`config.mk`:
```
export PLATFORM = sky130hd
export DESIGN_NAME = sorted_key_table
export DESIGN_NICKNAME = d
export VERILOG_FILES = /design/src/sv/skt_pkg.sv /design/src/sv/skt_cells.sv /design/src/sv/skt_ctrl.sv /design/src/sv/sorted_key_table.sv
export SDC_FILE = /design/constraint.sdc
export NUM_CORES = 2
export LEC_CHECK = 0
export BUFFER_PORTS_ARGS = -buffer_cell sky130_fd_sc_hd__buf_2
export CAP_MARGIN = 20
export CORE_MARGIN = 10
export CORE_UTILIZATION = 45
export CTS_CLUSTER_DIAMETER = 60
export DETAILED_ROUTE_END_ITERATION = 16
export MAX_ROUTING_LAYER = met4
export SLEW_MARGIN = 40
export SYNTH_ARGS = -nofsm -noshare
export SYNTH_HDL_FRONTEND = slang
export SYNTH_SLANG_ARGS = --single-unit
```
`constraint.sdc`:
```
create_clock -name clk -period 6.6 [get_ports clk]
set_input_delay 0.33 -clock clk [delete_from_list [all_inputs] [get_ports clk]]
set_output_delay 0.33 -clock clk [all_outputs]
set_load 0.005 [all_outputs]
```
`src/sv/skt_pkg.sv`:
```
// Shared constants, codes and interface types of the sorted key table.
package skt_pkg;

  localparam int CAPACITY = 64;
  localparam int KEY_W    = 16;
  localparam int REC_W    = 38;
  localparam int TOT_W    = 7;
  localparam int CNT_W    = $clog2(CAPACITY + 1);
  localparam int GROUP    = 8;
  localparam int NGROUP   = (CAPACITY + GROUP - 1) / GROUP;

  localparam logic ACT_INSERT = 1'b0;
  localparam logic ACT_DELETE = 1'b1;

  typedef enum logic [2:0] {
    ST_OK       = 3'd0,
    ST_FULL     = 3'd1,
    ST_DUP      = 3'd2,
    ST_NOTFOUND = 3'd3,
    ST_EMPTY    = 3'd4
  } status_t;

  // controller -> datapath
  typedef struct packed {
    logic load;   // capture record and per-cell compare flags
    logic ins;    // commit insert shift
    logic del;    // commit delete shift
  } skt_cmd_t;

  // datapath -> controller
  typedef struct packed {
    logic             hit;
    logic             full;
    logic             empty;
    logic [CNT_W-1:0] count;
  } skt_stat_t;

endpackage

```
`src/sv/skt_cells.sv`:
```
// Datapath: row of record cells with local compare flags and grouped match tree.
module skt_cells (
  input  logic                  clk,
  input  logic                  rst_n,
  input  skt_pkg::skt_cmd_t     cmd,
  input  logic [skt_pkg::KEY_W-1:0] in_key,
  input  logic [skt_pkg::REC_W-1:0] in_rec,
  output skt_pkg::skt_stat_t    stat
);
  import skt_pkg::*;

  logic [REC_W-1:0]  cell_r [CAPACITY];
  logic [REC_W-1:0]  rec_r;
  logic [CAPACITY-1:0] gt_r, ge_r;
  logic [CAPACITY-1:0] gt_nxt, ge_nxt;
  logic [NGROUP*GROUP-1:0] eq_pad;
  logic [NGROUP-1:0] grp_r, grp_nxt;
  logic [CNT_W-1:0]  count_r, count_nxt;

  // per-cell flags, validity folded in (only slots below the count compare)
  always_comb begin
    for (int i = 0; i < CAPACITY; i++) begin
      gt_nxt[i] = (CNT_W'(i) < count_r) && (cell_r[i][REC_W-1 -: KEY_W] > in_key);
      ge_nxt[i] = (CNT_W'(i) < count_r) && (cell_r[i][REC_W-1 -: KEY_W] >= in_key);
    end
  end

  always_comb begin
    eq_pad = '0;
    eq_pad[CAPACITY-1:0] = ge_r & ~gt_r;
    for (int g = 0; g < NGROUP; g++) begin
      grp_nxt[g] = |eq_pad[g*GROUP +: GROUP];
    end
  end

  always_ff @(posedge clk) begin
    if (cmd.load) begin
      rec_r <= in_rec;
      gt_r  <= gt_nxt;
      ge_r  <= ge_nxt;
    end
    grp_r <= grp_nxt;
  end

  // insert: cells above the sorted place take their lower neighbor
  // delete: cells at or above the match take their upper neighbor
  for (genvar i = 0; i < CAPACITY; i++) begin : g_cell
    if (i == 0) begin : g_bot
      always_ff @(posedge clk) begin
        if (cmd.ins && (gt_r[i] || (count_r == CNT_W'(i)))) begin
          cell_r[i] <= rec_r;
        end else if (cmd.del && ge_r[i]) begin
          cell_r[i] <= cell_r[i+1];
        end
      end
    end else if (i == CAPACITY - 1) begin : g_top
      always_ff @(posedge clk) begin
        if (cmd.ins && (gt_r[i] || (count_r == CNT_W'(i)))) begin
          cell_r[i] <= gt_r[i-1] ? cell_r[i-1] : rec_r;
        end
      end
    end else begin : g_mid
      always_ff @(posedge clk) begin
        if (cmd.ins && (gt_r[i] || (count_r == CNT_W'(i)))) begin
          cell_r[i] <= gt_r[i-1] ? cell_r[i-1] : rec_r;
        end else if (cmd.del && ge_r[i]) begin
          cell_r[i] <= cell_r[i+1];
        end
      end
    end
  end

  always_comb begin
    count_nxt = count_r;
    if (cmd.ins) begin
      count_nxt = count_r + CNT_W'(1);
    end else if (cmd.del) begin
      count_nxt = count_r - CNT_W'(1);
    end
  end

  always_ff @(posedge clk) begin
    if (!rst_n) begin
      count_r <= '0;
    end else begin
      count_r <= count_nxt;
    end
  end

  assign stat.hit   = |grp_r;
  assign stat.full  = (count_r == CNT_W'(CAPACITY));
  assign stat.empty = (count_r == '0);
  assign stat.count = count_r;

`ifndef SYNTH
  a_count_bound: assert property (@(posedge clk) disable iff (!rst_n)
    count_r <= CNT_W'(CAPACITY))
    else $error("entry count above capacity");
  a_no_ins_full: assert property (@(posedge clk) disable iff (!rst_n)
    cmd.ins |-> !stat.full)
    else $error("insert committed into full table");
  a_no_del_empty: assert property (@(posedge clk) disable iff (!rst_n)
    cmd.del |-> !stat.empty)
    else $error("delete committed on empty table");
`endif

endmodule

```
`src/sv/skt_ctrl.sv`:
```
// Controller: transaction sequencing, status decision and result register.
module skt_ctrl (
  input  logic                  clk,
  input  logic                  rst_n,
  input  logic                  in_valid,
  output logic                  in_stall,
  input  logic                  in_action,
  output logic                  out_valid,
  input  logic                  out_stall,
  output logic [2:0]            out_status,
  output logic [skt_pkg::TOT_W-1:0] out_entry_total,
  output skt_pkg::skt_cmd_t     cmd,
  input  skt_pkg::skt_stat_t    stat
);
  import skt_pkg::*;

  typedef enum logic [1:0] {S_IDLE, S_RED, S_DEC} state_t;

  state_t           state_r;
  logic             action_r;
  logic             out_valid_r;
  status_t          out_status_r;
  logic [TOT_W-1:0] out_total_r;

  logic       accept, out_free, fire;
  status_t    status_nxt;
  logic [CNT_W-1:0] count_after;

  assign accept   = in_valid && !in_stall;
  assign out_free = !out_valid_r || !out_stall;
  assign fire     = (state_r == S_DEC) && out_free;

  always_comb begin
    status_nxt = ST_OK;
    cmd.load   = accept;
    cmd.ins    = 1'b0;
    cmd.del    = 1'b0;
    if (action_r == ACT_INSERT) begin
      if (stat.full) begin
        status_nxt = ST_FULL;
      end else if (stat.hit) begin
        status_nxt = ST_DUP;
      end else begin
        cmd.ins = fire;
      end
    end else begin
      if (stat.empty) begin
        status_nxt = ST_EMPTY;
      end else if (!stat.hit) begin
        status_nxt = ST_NOTFOUND;
      end else begin
        cmd.del = fire;
      end
    end
    count_after = stat.count;
    if (cmd.ins) begin
      count_after = stat.count + CNT_W'(1);
    end else if (cmd.del) begin
      count_after = stat.count - CNT_W'(1);
    end
  end

  always_ff @(posedge clk) begin
    if (!rst_n) begin
      state_r     <= S_IDLE;
      out_valid_r <= 1'b0;
    end else begin
      // new result replaces the one taken at this edge
      if (fire) begin
        out_valid_r <= 1'b1;
      end else if (!out_stall) begin
        out_valid_r <= 1'b0;
      end
      case (state_r)
        S_IDLE: begin
          if (accept) begin
            action_r <= in_action;
            state_r  <= S_RED;
          end
        end
        S_RED: begin
          state_r <= S_DEC;
        end
        S_DEC: begin
          if (out_free) begin
            out_status_r <= status_nxt;
            out_total_r  <= TOT_W'(count_after);
            state_r      <= S_IDLE;
          end
        end
        default: begin
          state_r <= S_IDLE;
        end
      endcase
    end
  end

  assign in_stall        = (state_r != S_IDLE);
  assign out_valid       = out_valid_r;
  assign out_status      = out_status_r;
  assign out_entry_total = out_total_r;

`ifndef SYNTH
  a_one_shift: assert property (@(posedge clk) disable iff (!rst_n)
    !(cmd.ins && cmd.del))
    else $error("insert and delete committed together");
  a_accept_seq: assert property (@(posedge clk) disable iff (!rst_n)
    accept |=> (state_r == S_RED) ##1 (state_r == S_DEC))
    else $error("transaction did not advance to decision");
  a_result_src: assert property (@(posedge clk) disable iff (!rst_n)
    $rose(out_valid_r) |-> $past(state_r == S_DEC))
    else $error("result raised outside decision step");
`endif

endmodule

```
`src/sv/sorted_key_table.sv`:
```
// Top level of the sorted key table: controller plus cell-row datapath.
//
// Holds up to 64 timetable records in ascending key order. Each input
// transaction is an insert (action 0) or a delete by key (action 1) and
// yields exactly one result transaction: a status code (0 ok, 1 full,
// 2 duplicate key, 3 key not found, 4 empty) and the record count after the
// operation. A full table is reported before a duplicate on insert, an empty
// table before a missing key on delete. A transaction is accepted only while
// no other is in flight; its result is registered in the decision step once
// the output register is free, and the next transaction can be taken only
// after that. The three steps are the per-cell key compare (every cell at
// once), the grouped match tree (eight-cell groups, registered) and the
// decision with the parallel shift of the cell row. A result waiting on
// out_stall does not block acceptance of the next transaction. No clearing
// pass after reset: slots above the count are never looked at.
module sorted_key_table (
  input  logic        clk,
  input  logic        rst_n,
  input  logic        in_valid,
  output logic        in_stall,
  input  logic        in_action,
  input  logic [15:0] in_key,
  input  logic [4:0]  in_dep_hour,
  input  logic [5:0]  in_dep_minute,
  input  logic [4:0]  in_arr_hour,
  input  logic [5:0]  in_arr_minute,
  output logic        out_valid,
  input  logic        out_stall,
  output logic [2:0]  out_status,
  output logic [6:0]  out_entry_total
);
  import skt_pkg::*;

  skt_cmd_t         cmd;
  skt_stat_t        stat;
  logic [REC_W-1:0] rec;

  // record layout: key, departure hour/minute, arrival hour/minute
  assign rec = {in_key, in_dep_hour, in_dep_minute, in_arr_hour, in_arr_minute};

  skt_ctrl u_ctrl (
    .clk             (clk),
    .rst_n           (rst_n),
    .in_valid        (in_valid),
    .in_stall        (in_stall),
    .in_action       (in_action),
    .out_valid       (out_valid),
    .out_stall       (out_stall),
    .out_status      (out_status),
    .out_entry_total (out_entry_total),
    .cmd             (cmd),
    .stat            (stat)
  );

  skt_cells u_cells (
    .clk    (clk),
    .rst_n  (rst_n),
    .cmd    (cmd),
    .in_key (in_key),
    .in_rec (rec),
    .stat   (stat)
  );

endmodule

```
==> results.sh <==
export IMPL_rsz0062_at_grt="no"
export IMPL_syn_nets=9037
export IMPL_intPower_uw=14000
export IMPL_ys_dominant_reg_cell="edfxtp_1"
export IMPL_ys_top_cells_by_area="edfxtp_1, ha_1, mux2i_1, a21oi_1, nor2_1"
export IMPL_whs_endpoint="u_ctrl.action_r"
export IMPL_regToRegStartpoint="u_cells.count_r[0]"
export IMPL_end_kind="flip-flop"
export IMPL_combPwrFrac_pct=10.5
export IMPL_antenna_found_initial=4
export IMPL_postSynthCellCount=7965
export IMPL_synth_top_cells_by_count="a21oi_1, edfxtp_1, nor2_1"
export IMPL_async_flop_share_pct=0
export IMPL_ys_seq_area_share_pct=43.1
export IMPL_firstDrtPassIters=6
export IMPL_finalPower_uw=18700
export IMPL_nFillCells=16696
export IMPL_cts_made_buffers=145
export IMPL_fp_dieH_um=449
export IMPL_met2_length_um=125000
export IMPL_routed_top_layer="met4"
export IMPL_via_per_inst=6.34
export IMPL_setup_viol=0
export IMPL_pin_count=55
export IMPL_critPathTopFamily="simple AND/OR/NAND/NOR gates"
export IMPL_maxCapViolations=0
export IMPL_path_cells="inv_1 -> ha_1 -> nor3b_4 -> nand2_4 -> clkbuf_8 -> nand4_4 -> o21ai_1 -> buf_4"
export IMPL_clk_latency_ns=0.81
export IMPL_swShare_pct=25.1
export IMPL_grt_pass1_wl_um=413000
export IMPL_synth_edf_count=1179
export IMPL_first_iter_violations=6380
export IMPL_period_share_pct=71.4
export IMPL_path_max_fanout=41
export IMPL_cts_tree="yes"
export IMPL_avgSynthCellArea_um2=10.4
export IMPL_ys_seq_elements=1197
export IMPL_power_leakage_uw=0.0366
export IMPL_ys_types=62
export IMPL_power_frac_seq_pct=45.7
export IMPL_irDropWorstVdd_v=0.000214
export IMPL_tightest_slew_ns=0.906
export IMPL_whs_path_depth=2
export IMPL_cp_arrival_ns=5.18
export IMPL_cpPeakStageDelay_ns=0.86
export IMPL_yosys_cell_count_top_type="a21oi_1"
export IMPL_worst_path_max_delay_cell="dfxtp_1"
export IMPL_finalWirelength_um=275000
export IMPL_required_ns=7.06
export IMPL_syn_area_um2=83000
export IMPL_max_freq_mhz=212
export IMPL_finalCriticalPeriod_ns=4.71
export IMPL_holdCritPathClass="primary input to flip-flop"
export IMPL_cts_htree_levels=4
export IMPL_finalClockSkew_ns=0.0377
export IMPL_grt_use_total_pct=26.8
export IMPL_crit_buf_inv=3
export IMPL_post_cts_resize_count=0
export IMPL_vias=66646
export IMPL_grt_max_degree=65
export IMPL_overflow=0
export IMPL_place_hpwl_um=195000
export IMPL_die_area_um2=202000
export IMPL_r2r_slack_ns=1.89
export IMPL_grt_pass1_vias=66223
export IMPL_yosys_area_top_type="edfxtp_1"
export IMPL_power_frac_clock_pct=43.8
export IMPL_syn2layout_area_growth_pct=10.6
export IMPL_hp_start="in_action"
export IMPL_drive_gt1_share_pct=7.66
export IMPL_start_util_pct=45.3
export IMPL_wl_met1_um=116000
export IMPL_rows=157
export IMPL_crit_type="flip-flop to flip-flop"
export IMPL_hold_viol=0
export IMPL_cts_max_path_buffers=3
export IMPL_route_detailed_drc=0
export IMPL_r2r_cells=8
export IMPL_slew_viol_final=0
export IMPL_io_buffer_count=32
export IMPL_dr_wl_met3_um=22500
export IMPL_path_depth=8
export IMPL_cts_sinks=1197
export IMPL_yosysTopAreaCellShare_pct=42.7
export IMPL_path_clk_slew_ns=0.06
export IMPL_relSlewSlack_pct=39.6
export IMPL_p_per_area_nw_per_um2=203
export IMPL_final_nets=8995
export IMPL_cp_start_kind="flip-flop"
export IMPL_finalSetupTns_ns=0
export IMPL_p_sw_uw=4690
export IMPL_r2r_end="u_cells.cell_r[1][488]"
export IMPL_ant_nets=0
export IMPL_yosysWarnings=0
export IMPL_ctsRootBufferMaster="clkbuf_16"
export IMPL_coreArea_um2=183000
export IMPL_avgRoutedWirePerCell_um=26.1
export IMPL_die_w_um=449
export IMPL_gp_congestion=0.930
export IMPL_status="complete, no violations"
## cell usage in the layout (no fill, tap or decap), types with 58 or more instances in the layout
cell,count
a211oi_1,58
nand4_4,58
a21o_1,122
edfxtp_1,1179
and4_1,70
clkbuf_16,152
nand2_1,212
nor2_1,1039
nor3_1,96
ha_1,1029
o21ai_0,127
a221oi_1,73
buf_4,173
a21oi_1,1379
nand3_1,187
o21ai_1,64
inv_1,209
mux2i_1,996
nand4_1,167
## flip-flops by register name, summed over array words and instances, names as in the netlist, 3 cells and up
| signal | flops |
|---|---|
| u_cells.gt_r | 64 |
| u_ctrl.out_entry_total | 7 |
| u_cells.rec_r | 16 |
| u_cells.cell_r | 1024 |
| u_cells.ge_r | 64 |
| u_cells.count_r | 7 |
| u_cells.grp_r | 8 |
| u_ctrl.out_status | 3 |
## routing by layer
| layer | vias to the layer above | global-route usage [%] |
|---|---|---|
| met5 | - | - |
| met2 | 2822 | 41.3 |
| met1 | 32918 | 35.1 |
| met3 | 629 | 4.51 |
| li1 | 30277 | - |
| met4 | 0 | 10.9 |
## worst reg2reg max path: cells and delay by family, from the launching register on
family | cells | cell delay, ns
AND/OR/NAND/NOR | 3 | 1.39
adder cells (fa/ha/maj) | 1 | 0.59
buffers and inverters | 3 | 1.27
AO/OA/AOI/OAI | 1 | 0.26
flip-flops | 1 | 0.86
## per-stage QoR
step / utilization (%) / hold slack (ns) / instance area (um^2) / cells / worst slack [ns]
2_1_floorplan: - / 0.429 / 83000 / 7965 / 1.76
3_3_place_gp: 46.7 / 0.505 / 85500 / 10157 / 1.87
3_5_place_dp: 47.1 / 0.511 / 86300 / 10218 / 1.77
4_1_cts: 49.8 / 0.188 / 91200 / 10502 / 1.74
5_1_grt: 50.1 / 0.235 / 91800 / 10510 / 1.85
6_report: 50.1 / 0.240 / 91800 / 10514 / 1.89
## worst max-delay path by stage
| stage | startpoint | end | slack (ns) |
|---|---|---|---|
| after floorplan | u_ctrl.state_r[0] | u_cells.ge_r[0] | 1.76 |
| after detailed placement | u_cells.count_r[0] | u_cells.cell_r[1][945] | 1.77 |
| after global placement | u_cells.count_r[0] | u_cells.cell_r[0][1055] | 1.87 |
| after global routing | u_cells.count_r[0] | u_cells.cell_r[1][488] | 1.85 |
| after CTS | u_cells.count_r[0] | u_cells.cell_r[1][488] | 1.74 |
| final | u_cells.count_r[0] | u_cells.cell_r[1][488] | 1.89 |
## kinds of logic (layout without fill, tap and decap cells)
| logic type | count (synthesis) | in the layout | share of synthesized area [%] |
|---|---|---|---|
| AO/OA/AOI/OAI | 2033 | 2033 | 13.9 |
| XOR/XNOR | 3 | 3 | 0.0317 |
| adder cells (fa/ha/maj) | 1029 | 1029 | 15.5 |
| buffers and inverters | 709 | 785 | 3.67 |
| flip-flops | 1197 | 1197 | 43.1 |
| multiplexers | 1028 | 1028 | 12.4 |
| other | 0 | 9 | 0 |
| AND/OR/NAND/NOR | 1966 | 1966 | 11.3 |
## power by group through the flow
stage                     clock (uW)  combinational, uW  sequential (uW)
after CTS                       8280               1930             8530
after detailed placement           0               1910             8690
final                           8180               1960             8540
after global placement             0               1710             8770
after floorplan                    0               1340             8610
after global routing            8550               2150             8540
## layout make-up
| cell class | count | area, um^2 | area share, % |
|---|---|---|---|
| Timing Repair Buffer | 295 | 2540 | 2.77 |
| Antenna cell | 9 | 22.5 | 0.0245 |
| Inverter | 225 | 880 | 0.958 |
| Tap cell | 2464 | 3080 | 3.36 |
| Multi-Input combinational cell | 6059 | 44800 | 48.8 |
| Sequential cell | 1197 | 35800 | 39.0 |
| Clock buffer | 184 | 3940 | 4.29 |
| Clock inverter | 81 | 759 | 0.827 |
## timing repair
action	CTS	global route
hold endpoints to repair	24	0
hold buffers	19	0
setup buffers	0	0
Note: power is estimated with default switching activity, not from simulation.
